## config.mk

```make
export PLATFORM = sky130hd
export DESIGN_NAME = kvi_front
export DESIGN_NICKNAME = d
export VERILOG_FILES = /design/src/sv/keyframe_vec3_interpolator_defines.svh /design/src/sv/kvi_pkg.sv /design/src/sv/kvi_front.sv
export SDC_FILE = /design/constraint.sdc
export NUM_CORES = 1
export LEC_CHECK = 0
export BUFFER_PORTS_ARGS = -buffer_cell sky130_fd_sc_hd__clkbuf_2
export CAP_MARGIN = 20
export CORE_MARGIN = 2
export CORE_UTILIZATION = 30
export DETAILED_ROUTE_END_ITERATION = 8
export PLACE_DENSITY = 0.43
export RECOVER_POWER = 50
export SLEW_MARGIN = 20
export SYNTH_ARGS = -nofsm -noshare
export SYNTH_HDL_FRONTEND = slang
export SYNTH_SLANG_ARGS = --single-unit
```

## constraint.sdc

```tcl
create_clock -name clock -period 8.5 [get_ports clock]
set_input_delay 2.125 -clock clock [delete_from_list [all_inputs] [get_ports clock]]
set_output_delay 2.125 -clock clock [all_outputs]
set_load 0.02 [all_outputs]
```

## src/sv/keyframe_vec3_interpolator_defines.svh

```systemverilog
// assertion macros for the keyframe vec3 interpolator
// used by the top level only
`ifndef KEYFRAME_VEC3_INTERPOLATOR_DEFINES_SVH
`define KEYFRAME_VEC3_INTERPOLATOR_DEFINES_SVH

// implication checked at every clock edge outside reset
`define KVI_ASSERT_IMPL(label, clk, rst, lhs, rhs) \
   label: assert property (@(posedge clk) disable iff (rst) (lhs) |-> (rhs)) \
      else $error("assertion failed");

// next-cycle implication checked outside reset
`define KVI_ASSERT_NEXT(label, clk, rst, lhs, rhs) \
   label: assert property (@(posedge clk) disable iff (rst) (lhs) |=> (rhs)) \
      else $error("assertion failed");

`endif

```

## src/sv/kvi_pkg.sv

```systemverilog
// shared types and constants for the keyframe vec3 interpolator
// no dependencies
package kvi_pkg;

   localparam int MAX_KEYS_DEF = 64;
   localparam int CNT_W = 7;
   localparam int DATA_W = 32;
   localparam int STATUS_W = 3;
   localparam int IDX_W = 6;

   localparam logic CMD_EVAL = 1'b0;
   localparam logic CMD_LOAD = 1'b1;

   typedef enum logic [2:0] {
      ST_INTERP  = 3'd0,
      ST_CLAMP_LO = 3'd1,
      ST_CLAMP_HI = 3'd2,
      ST_HELD    = 3'd3,
      ST_EMPTY   = 3'd4
   } status_type;

   // one queued request
   typedef struct packed {
      logic                     cmd;
      logic [IDX_W-1:0]         idx;
      logic signed [DATA_W-1:0] key_time;
      logic signed [DATA_W-1:0] vx;
      logic signed [DATA_W-1:0] vy;
      logic signed [DATA_W-1:0] vz;
      logic signed [DATA_W-1:0] frac;
   } req_type;

   typedef enum logic [3:0] {
      S_IDLE,
      S_RD0,
      S_CHK0,
      S_RDN,
      S_CHKN,
      S_SCAN_RD,
      S_SCAN_CHK,
      S_DIV,
      S_MUL,
      S_ADD,
      S_OUT
   } eng_state_type;

endpackage

```

## src/sv/kvi_front.sv

```systemverilog
// front end: accepts requests into a short queue
// depends on kvi_pkg
module kvi_front #(
   parameter int DEPTH = 4
) (
   input  logic             clock,
   input  logic             reset,
   input  logic             in_valid,
   output logic             in_ready,
   input  kvi_pkg::req_type in_req,
   output logic             out_valid,
   input  logic             out_ready,
   output kvi_pkg::req_type out_req
);
   localparam int AW = (DEPTH > 1) ? $clog2(DEPTH) : 1;

   kvi_pkg::req_type mem_ff [DEPTH];
   logic [AW-1:0] wp_ff, wp_in, rp_ff, rp_in;
   logic [AW:0]   cnt_ff, cnt_in;
   logic push, pop;

   assign in_ready  = (cnt_ff != (AW+1)'(DEPTH));
   assign out_valid = (cnt_ff != '0);
   assign push = in_valid && in_ready;
   assign pop  = out_valid && out_ready;
   assign out_req = mem_ff[rp_ff];

   // pointer update
   always_comb begin
      wp_in = wp_ff;
      rp_in = rp_ff;
      cnt_in = cnt_ff;
      if (push) wp_in = (wp_ff == AW'(DEPTH-1)) ? '0 : wp_ff + 1'b1;
      if (pop)  rp_in = (rp_ff == AW'(DEPTH-1)) ? '0 : rp_ff + 1'b1;
      if (push && !pop) cnt_in = cnt_ff + 1'b1;
      else if (pop && !push) cnt_in = cnt_ff - 1'b1;
   end

   always_ff @(posedge clock) begin
      if (reset) begin
         wp_ff <= '0;
         rp_ff <= '0;
         cnt_ff <= '0;
      end else begin
         wp_ff <= wp_in;
         rp_ff <= rp_in;
         cnt_ff <= cnt_in;
      end
   end

   // queue storage
   always_ff @(posedge clock) begin
      if (push) mem_ff[wp_ff] <= in_req;
   end
endmodule

```

# Yosys cells after proc, flatten, opt, wreduce, memory -nomap -nowiden
# Memories as Yosys holds them, arrays and structs flattened. A register that Yosys moved wholly into a read port is not among the register bits.
# Cells that the tools add are included.
# word_totals
out_inout_bits	169
in_bits	171
wordCells	27
reg_bits	7
mem_bits_rw	668
n_memories	1
# classes
n_mux	8
eq_ne	3
add_sub_neg	4
reduce_logical	8
# mem_list
name	words	width	read_ports	rd_clocked_by_memory_dff	write_ports	line_no	rtl
mem_ff	4	167	1	1	1	kvi_front.sv:17	kvi_pkg::req_type mem_ff [DEPTH];
# ops
operator	n
two-way mux 2 bit	4
two-way mux 3 bit	2
adder 2 x 1 -> 2 bit (second input constant)	2
== test 2 bit (second input constant)	2
logical AND 1 bit	4
adder 3 x 1 -> 3 bit (second input constant)	1
inequality test 3 bit (second input constant)	1
nonzero test 3 bit	1
subtractor 3 x 1 -> 3 bit (second input constant)	1
zero test 1 bit	2
two-way mux 1 bit	2
nonzero test 2 bit	1

# Longest topological paths before layout
# Gate-level depths: netlist (run 1).
# logic_depth
depth_word	6
depth_mapped	9
depth_no_buf	8

# Worst setup path before layout (run 1)
# OpenSTA, ideal clock, no wires.
# synth_timing
path_type	input to register
from	input in_valid
to	memory mem_ff[2][0] (netlist name) (enable)
setup_slack_ns	3.875
arrival_time_ns	4.172
stages	1
setup_ns	0.453
required_time_ns	8.047
n_path_buf	0
path_cell_list	and3_2
# synth_via
elab_chain_cells	3
# synth_lines
element	line_no	rtl
from (decl)	kvi_front.sv:8	input logic in_valid,
logical AND 1 bit	kvi_front.sv:24	assign push = in_valid && in_ready;
two-way mux 1 bit	kvi_front.sv:53	if (push) mem_ff[wp_ff] <= in_req;
two-way mux 1 bit (implied by the code)	kvi_front.sv:53	
to (decl)	kvi_front.sv:17	
# Every way passes these cells.

# Worst setup path in the final report (run 1)
# layout_timing
from	input in_valid
to	memory mem_ff[3][64] (netlist name) (enable)
# Same word-level chain as after synthesis.

==> results of run 1 <==
-- placed cells by master, fill, tap and decap left out, types with 2 or more instances in the layout --
cell type	n
clkinv_8	2
mux2i_1	3
clkbuf_16	77
dfxtp_1	7
clkinv_16	2
and3_1	4
inv_6	2
nand2b_1	2
clkinv_1	16
bufinv_16	4
ha_1	6
nor2_1	3
edfxtp_1	668
a21oi_1	2
buf_4	9
mux4_2	167
clkinvlp_4	2
clkinv_2	11
inv_1	3
clkbuf_1	183
clkbuf_2	171
or3_2	2
xor2_1	2
buf_12	5
dfxtp_4	2
-- through the flow --
step / utilization / power [W] / std cells
after floorplan: - / 0.00552 / 921
after global placement: 0.337 / 0.00621 / 2304
after detailed placement: 0.337 / 0.00622 / 2304
after CTS: 0.366 / 0.00937 / 2437
after global routing: 0.364 / 0.00959 / 2437
final: 0.364 / 0.00916 / 2438
-- layout make-up --
class,instances,area share
flip-flops and latches,677,0.683
repair buffers,353,0.0558
inverters,3,0.000380
clock buffers,92,0.0669
multi-input cells,201,0.136
well taps,1070,0.0451
diodes,1,0.0000844
clock inverters,41,0.0131
-- where the power goes --
group / leakage [nW] / internal, W / switching, W
combinational: 2.02 / 0.000723 / 0.00118
sequential: 6.20 / 0.00405 / 0.000103
clock: 1.15 / 0.00180 / 0.00131
total: 9.37 / 0.00657 / 0.00259
-- flip-flops by register name, indices dropped and copies added (netlist names), named ones only --
register	cells
rp_ff	2
cnt_ff	3
wp_ff	2
mem_ff	668
-- metal layers --
metal	global-route usage	part of all wire	wire length [um]
met4	0.0348	0.019	1060
met3	0.0425	0.068	3730
met1	0.161	0.41	22100
met5	0	0.0012	64
met2	0.218	0.50	27400
-- final timing paths --
path         depth (start not counted)            end
max                                  3  mem_ff[3][64]
min                                  2       register
max reg2reg                          3  mem_ff[3][64]
min reg2reg                          2       register
-- critical path, delay by kind of cell --
family / cells / cell delay [ns]
simple gates: 1 / 2.34
buf+inv: 2 / 1.11
-- cell families after synthesis --
kind of cell / count (synthesis) / share of synthesized area
DFF: 677 / 0.823
AOI/OAI and AO/OA: 5 / 0.00142
and+or+nand+nor: 17 / 0.00432
xor gates and xnor gates: 2 / 0.000712
muxes: 170 / 0.154
buffers and inverters: 43 / 0.0127
adders and majority gates: 7 / 0.00387
==> metrics, run 1 <==
reg-to-reg critical path startpoint cnt_ff[0]; WS Path Type in -> reg; final setup fails 0; synth top area cells edfxtp_1 (82%), mux4_2 (15%), buf_6 (0.78%), dfxtp_1 (0.73%), buf_2 (0.37%); Cells after Synth slightly above 900; Starting Density 0.301; Setup Fix Bufs, Post-CTS 0; post-CTS sizing 0; Vias 11000; # DRC 0; num rows 105; final worst slack 3.04 ns; Period minus WS final 5.46 ns; # hold bufs at CTS 0; GP Congestion 0.701; Worst path slowest cell and3_1; WL/cell between 20 and 25 um; routed vias/inst 4.49; initial drt markers around 600; synthesized area approximately 25000 um^2; Max Freq between 150 and 200 MHz; critical path fanouts, max 55; Power per Cell Area 309 nW/um^2; number of CTS-inserted buffers between 70 and 80; NumNets Final 1490; Yosys reg bits 677; Sequential Area 20200 um^2; area leader, netlist edfxtp_1; I/O Buffers 339; warnings from Yosys 0; grt total ovfl 0; Critical Path RT between 8 and 9 ns; smallest hold slack 0.508 ns; clk buf depth 3; Final Cell Area 29700 um^2; gr usage total 0.130; clock sinks between 600 and 700; Fin Setup TNS 0 ns; CTS H-Tree Depth 3; Multi-input gate area 4040 um^2; max_cap viols 3; final wirelength about 54000 um; most common cell in the netlist edfxtp_1; Worst-Skew Late Latency 0.61 ns; cells along the critical path clkbuf_1 -> and3_1 -> buf_4; status finished, violations left; Die Y 290 um; vias in the first global route roughly 12000; leak pwr 9.37 nW; Pre-antenna DRT Iters 5; final hold vios 0; clock-pin slew on the worst setup and hold paths 0.06 ns; Synth cell types 25; Die X-Extent about 290 um; worst slew pin tran about 3.2 ns; initial antenna violation count 7; Async S/R FF share, synth 0; TritonCTS clock tree done; layout cell share with drive strength beyond 1 0.336; remaining antenna violation count after routing 0; area growth from synthesis to layout 20.6%; Placement Setup Slack roughly 3.9 ns; register area share after synthesis 0.823; root buf cell clkbuf_16; synth cell count leaders edfxtp_1 (668), mux4_2 (167), buf_2 (18); flop2flop setup slack slightly above 4 ns; hold path startpoint rp_ff[0]; CP Launch Type input port; ys flop type edfxtp_1; synthesized net count 1099; Ports 340; Largest stage delay, worst path 2.34 ns; CP arrival 5.68 ns; largest net degree at the start of global routing between 100 and 150; DPL Wire Length 31700 um; RSZ-0062 raised after global routing false; CORE AREA approximately 80000 um^2; clock skew about 0.018 ns; Min-Delay Path Class reg -> reg; Placed Area between 20000 and 30000 um^2; first-pass GRT wire length 81000 um; Crit. End Element register; syn avg cell area 26.7 um^2; Tcrit/Tclk final 0.643; maximum VDD drop approximately 0.14 mV; full die area 84300 um^2; Rel. slew slack -1.12; top cell type's share of synthesized area 0.816; Critical Path Start in_valid; # fillers 7541; EDFF count, synth 668; Max Slew Vio Count between 150 and 200; failing checks max-capacitance violations, max-slew violations
(Power assumes the default switching activity.)
==> run 2, diff against run 1 <==
--- a/config.mk
+++ b/config.mk
@@ -10,7 +10,7 @@
 export CORE_MARGIN = 2
 export CORE_UTILIZATION = 30
 export DETAILED_ROUTE_END_ITERATION = 8
-export PLACE_DENSITY = 0.43
+export PLACE_DENSITY = 0.45
 export RECOVER_POWER = 50
 export SLEW_MARGIN = 20
 export SYNTH_ARGS = -nofsm -noshare
==> constraint.sdc (replaced) <==
create_clock -name clock -period 4.8 [get_ports clock]
set_input_delay 1.2 -clock clock [delete_from_list [all_inputs] [get_ports clock]]
set_output_delay 1.2 -clock clock [all_outputs]
set_load 0.02 [all_outputs]
==> metrics, run 2 (synthesized netlist as in run 1, its figures left out) <==
clock-pin slew on the worst setup and hold paths 0.05 ns; Worst-Skew Late Latency 0.60 ns; worst r2r dst mem_ff[1][23]; post-CTS sizing 0; Min-Delay Path Class reg -> reg; Setup Fix Bufs, Post-CTS 0; Critical Path Start in_valid; maximum VDD drop 0.281 mV; most frequent cells in the layout edfxtp_1 (668), clkbuf_1 (188), clkbuf_2 (172), mux4_2 (167), clkbuf_16 (77); clk buf depth 3; flop2flop setup slack 0.97 ns; Period minus WS final 3.86 ns; NumNets Final about 1500; num rows ~110; area growth from synthesis to layout 20.5%; Die X-Extent 290 um; Largest regs mem_ff: 668 flops, cnt_ff: 3 flops; M3 GR Usage 0.0445; clock sinks approximately 680; final setup fails 0; internal power 0.0114 W; clock skew 0.0136 ns; most common cell after layout, fill and taps aside edfxtp_1; cells along the critical path clkbuf_2 -> and3_1 -> buf_4; Sw Share 0.281; Gate power share 0.215; Crit path depth 3; Ports 340; Tcrit/Tclk final 0.804; Starting Density 0.301; Max Freq approximately 260 MHz; Multi-input gate area between 4000 and 5000 um^2; full die area between 80000 and 90000 um^2; GRT Max-Usage Layer met2; R2R depth 3; Power per Cell Area 536 nW/um^2; I/O Buffers 339; number of CTS-inserted buffers 76; family with the most delay on the worst path simple AND/OR/NAND/NOR gates; # DRC 0; max FFs per register about 670; initial antenna violation count 7; # fillers 7553; Worst path slowest cell and3_1; remaining antenna violation count after routing 0; Vias 11000; Placement Setup Slack 1.60 ns; worst slew pin tran 2.78 ns; Fin Setup TNS 0 ns; CP arrival approximately 4.1 ns; TritonCTS clock tree done; Largest stage delay, worst path 2.06 ns; met2 GRT Util 0.217; layout cell share with drive strength beyond 1 0.333; sequential group share of total power 0.461; largest net degree at the start of global routing 69; max_cap viols 3; Max Slew Vio Count 108; status finished, violations left; Clock power frac 0.324; leak pwr 9.36 nW; CP Launch Type input port; RSZ-0062 raised after global routing false; WL/cell 22.1 um; WS Path Type in -> reg; Crit. End Element register; root buf cell clkbuf_16; DPL Wire Length 33200 um; vias in the first global route 11900; Critical Path End mem_ff[1][23]; Die Y 290 um; Critical Path RT between 5 and 6 ns; first-pass GRT wire length 80800 um; grt total ovfl 0; critical path fanouts, max 41; # hold bufs at CTS 0; P_sw 0.00447 W; reg-to-reg critical path startpoint cnt_ff[0]; initial drt markers approximately 570; gr usage total 0.129; number of buffers and inverters on the critical path 2; CTS H-Tree Depth 3; CORE AREA 81600 um^2; Sequential Area 20200 um^2; final wirelength ~54000 um; final hold vios 0; routed vias/inst 4.50; failing checks max-capacitance violations, max-slew violations; Top reg by flops mem_ff; Rel. slew slack -0.852; global-route met1 utilization 0.157; final worst slack 0.942 ns; GP Congestion a little over 0.7; Pre-antenna DRT Iters 5
[run 2: how the worst min path moves through the flow]
| stage | from | to | slack [ns] | depth (start not counted) |
|---|---|---|---|---|
| 2_1_floorplan | rp_ff[0] | register | 0.46 | 2 |
| 3_3_place_gp | rp_ff[0] | register | 0.47 | 2 |
| 3_5_place_dp | rp_ff[0] | register | 0.48 | 2 |
| 4_1_cts | rp_ff[0] | register | 0.49 | 2 |
| 5_1_grt | rp_ff[0] | register | 0.53 | 2 |
| 6_report | rp_ff[0] | register | 0.48 | 2 |
[run 2: power groups by stage]
stage | clock [W] | sequential [W] | combinational (W)
2_1_floorplan | 0 | 0.00741 | 0.00236
3_3_place_gp | 0 | 0.00744 | 0.00359
3_5_place_dp | 0 | 0.00746 | 0.00359
4_1_cts | 0.00535 | 0.00734 | 0.00360
5_1_grt | 0.00556 | 0.00739 | 0.00370
6_report | 0.00515 | 0.00733 | 0.00342
[run 2: stage by stage]
step / instance area [um^2] / utilization / total power [W] / cells / hold WS [ns]
after CTS: 29900 / 0.366 / 0.0163 / 2445 / 0.487
after floorplan: 24600 / - / 0.00977 / 921 / 0.463
after global routing: 29600 / 0.363 / 0.0166 / 2446 / 0.532
after global placement: 27700 / 0.339 / 0.0110 / 2313 / 0.473
final: 29600 / 0.363 / 0.0159 / 2446 / 0.481
after detailed placement: 27700 / 0.339 / 0.0111 / 2313 / 0.479
[run 2: final cells by class]
class / instances / area share
inverter: 3 / 0.000380
clock buffer: 98 / 0.0676
clock inverter: 34 / 0.00663
timing repair buffer: 362 / 0.0611
tap: 1070 / 0.0452
sequential: 677 / 0.683
multi-input combinational: 201 / 0.136
antenna: 1 / 0.0000844
[run 2: worst register-to-register path, stage by stage (launching register included)]
cell     delay [ns]
dfxtp_1        0.42
or3b_1         0.26
and3_1         2.09
buf_4          0.68
[run 2: layer usage]
metal	vias to the layer above	share of wire
met2	285	0.51
met1	5803	0.39
met4	12	0.019
li1	4820	-
met3	92	0.076
met5	-	0.0013
==> run 3, diff against run 2 <==
--- a/config.mk
+++ b/config.mk
@@ -5,12 +5,13 @@
 export SDC_FILE = /design/constraint.sdc
 export NUM_CORES = 1
 export LEC_CHECK = 0
+export ABC_AREA = 1
 export BUFFER_PORTS_ARGS = -buffer_cell sky130_fd_sc_hd__clkbuf_2
 export CAP_MARGIN = 20
 export CORE_MARGIN = 2
 export CORE_UTILIZATION = 30
 export DETAILED_ROUTE_END_ITERATION = 8
-export PLACE_DENSITY = 0.45
+export PLACE_DENSITY = 0.43
 export RECOVER_POWER = 50
 export SLEW_MARGIN = 20
 export SYNTH_ARGS = -nofsm -noshare
==> constraint.sdc (replaced) <==
create_clock -name clock -period 3.65 [get_ports clock]
set_input_delay 0.9125 -clock clock [delete_from_list [all_inputs] [get_ports clock]]
set_output_delay 0.9125 -clock clock [all_outputs]
set_load 0.02 [all_outputs]
==> metrics, run 3 <==
status finished, violations left; failing checks max-capacitance violations, max-slew violations; family with the most delay on the worst path flip-flops; Vias 15000; final hold vios 0; Tcrit/Tclk final 0.929; Max Slew Vio Count about 130; grt total ovfl 0; final wirelength 64900 um; Period minus WS final 3.39 ns; Cells after Synth about 1700; initial drt markers 817; Starting Density 0.302; Crit. End Element output pin; Top reg by flops mem_ff; Synth cell types 22; Power per Cell Area 799 nW/um^2; CP arrival 2.48 ns; post-CTS sizing 0; Min-Delay Path Class in -> reg; layout cell share with drive strength beyond 1 0.148; max_cap viols 2; EDFF count, synth between 600 and 700; synthesized area 25200 um^2; Final Cell Area 30200 um^2; number of buffers and inverters on the critical path 2; Pre-antenna DRT Iters 5; max FFs per register 668; synth cell count leaders edfxtp_1 (668), nor2_1 (349), o21ai_0 (235); number of CTS-inserted buffers 78; RSZ-0062 raised after global routing false; cells along the critical path buf_12 -> o21ai_0 -> o22ai_1 -> clkbuf_2; top cell type's share of synthesized area 0.797; final setup fails 0; Ports between 300 and 400; leak pwr 10.0 nW; Largest regs mem_ff: 668 flops, cnt_ff: 3 flops; area leader, netlist edfxtp_1; num rows about 110; area growth from synthesis to layout 20.0%; Die X-Extent 294 um; synthesized net count 1861; WL/cell 20.5 um; warnings from Yosys 0; synth top area cells edfxtp_1 (80%), nor2_1 (5.2%), o21ai_0 (4.7%), o22ai_1 (4.1%), o21ai_1 (2.0%); worst slew pin tran 2.24 ns; # DRC 0; # fillers 8033; final core occ 0.362; Critical Path RT 2.74 ns; Worst-Skew Late Latency 0.60 ns; vias in the first global route 15000; ys flop type edfxtp_1; clock skew 0.0207 ns; critical path fanouts, max 78; CP Launch Type register; maximum VDD drop 0.605 mV; CTS H-Tree Depth 3; clock-pin slew on the worst setup and hold paths 0.06 ns; Die Y 294 um; most frequent cells in the layout edfxtp_1 (668), nor2_1 (346), o21ai_0 (235), clkbuf_1 (191), clkbuf_2 (175); Setup Fix Bufs, Post-CTS 0; clock sinks 677; full die area 86300 um^2; Async S/R FF share, synth 0; root buf cell clkbuf_16; Yosys reg bits about 680; remaining antenna violation count after routing 0; Largest stage delay, worst path 0.68 ns; # hold bufs at CTS 0; initial antenna violation count 14; I/O Buffers 339; CORE AREA 83400 um^2; NumNets Final 2198; WS Path Type reg -> out; gr usage total 0.148; Worst path slowest cell dfxtp_4; Max Freq roughly 290 MHz; DPL Wire Length 34900 um; most common cell in the netlist edfxtp_1; TritonCTS clock tree done; most common cell after layout, fill and taps aside edfxtp_1; routed vias/inst 4.74; largest net degree at the start of global routing roughly 150; clk buf depth 3; register area share after synthesis 0.804; GP Congestion 0.724; syn avg cell area 15.0 um^2; Rel. slew slack -0.493; first-pass GRT wire length between 90000 and 100000 um; Placed Area ~28000 um^2
## run 3: worst paths after layout
path	start	end	slack (ns)	cells after the start
setup / recovery	register	out_req[103]	0.26	4
hold / removal	reset	cnt_ff[0]	0.50	2
setup reg to reg	cnt_ff[0]	mem_ff[0][110]	0.39	5
hold reg to reg	rp_ff[1]	register	0.52	2
## run 3: cell type report
| type | instances | area (um^2) | share of cell area |
|---|---|---|---|
| diodes | 3 | 7.51 | 0.000248 |
| multi-input cells | 881 | 4260 | 0.141 |
| flip-flops and latches | 677 | 20200 | 0.670 |
| inverters | 16 | 77.6 | 0.00257 |
| clock buffers | 105 | 2080 | 0.0689 |
| well taps | 1080 | 1350 | 0.0447 |
| clock inverters | 36 | 334 | 0.0111 |
| repair buffers | 366 | 1870 | 0.0618 |
## run 3: cell families after synthesis
logic type	after synthesis	synth area share
compound gates	505	0.109
xor+xnor	1	0.000348
buf+inv	125	0.0282
simple gates	368	0.0553
flops	677	0.804
fa+ha+maj	7	0.00378
## run 3: per-stage QoR
| stage | hold WS, ns | total power (W) | setup slack, ns | TNS, ns | std cells |
|---|---|---|---|---|---|
| after floorplan | 0.483 | 0.0144 | -0.274 | -173.42 | 1683 |
| after global placement | 0.506 | 0.0172 | 0.859 | 0 | 3020 |
| after detailed placement | 0.508 | 0.0172 | 0.877 | 0 | 3020 |
| after CTS | 0.447 | 0.0247 | 0.212 | 0 | 3161 |
| after global routing | 0.454 | 0.0255 | 0.0518 | 0 | 3164 |
| final | 0.504 | 0.0242 | 0.257 | 0 | 3164 |
## run 3: power breakdown
| group | leakage (nW) | total (W) | switching, W | internal (W) |
|---|---|---|---|---|
| registers | 6.20 | 0.00973 | 0.000237 | 0.00949 |
| logic | 2.65 | 0.00705 | 0.00512 | 0.00192 |
| clock network | 1.17 | 0.00738 | 0.00302 | 0.00436 |
## run 3: layer usage
layer,vias to the layer above,track usage,share of wire
li1,7074,-,-
met1,7428,0.175,0.41
met2,337,0.256,0.49
met3,123,0.0495,0.067
met4,20,0.0403,0.024
met5,-,0,0.0018
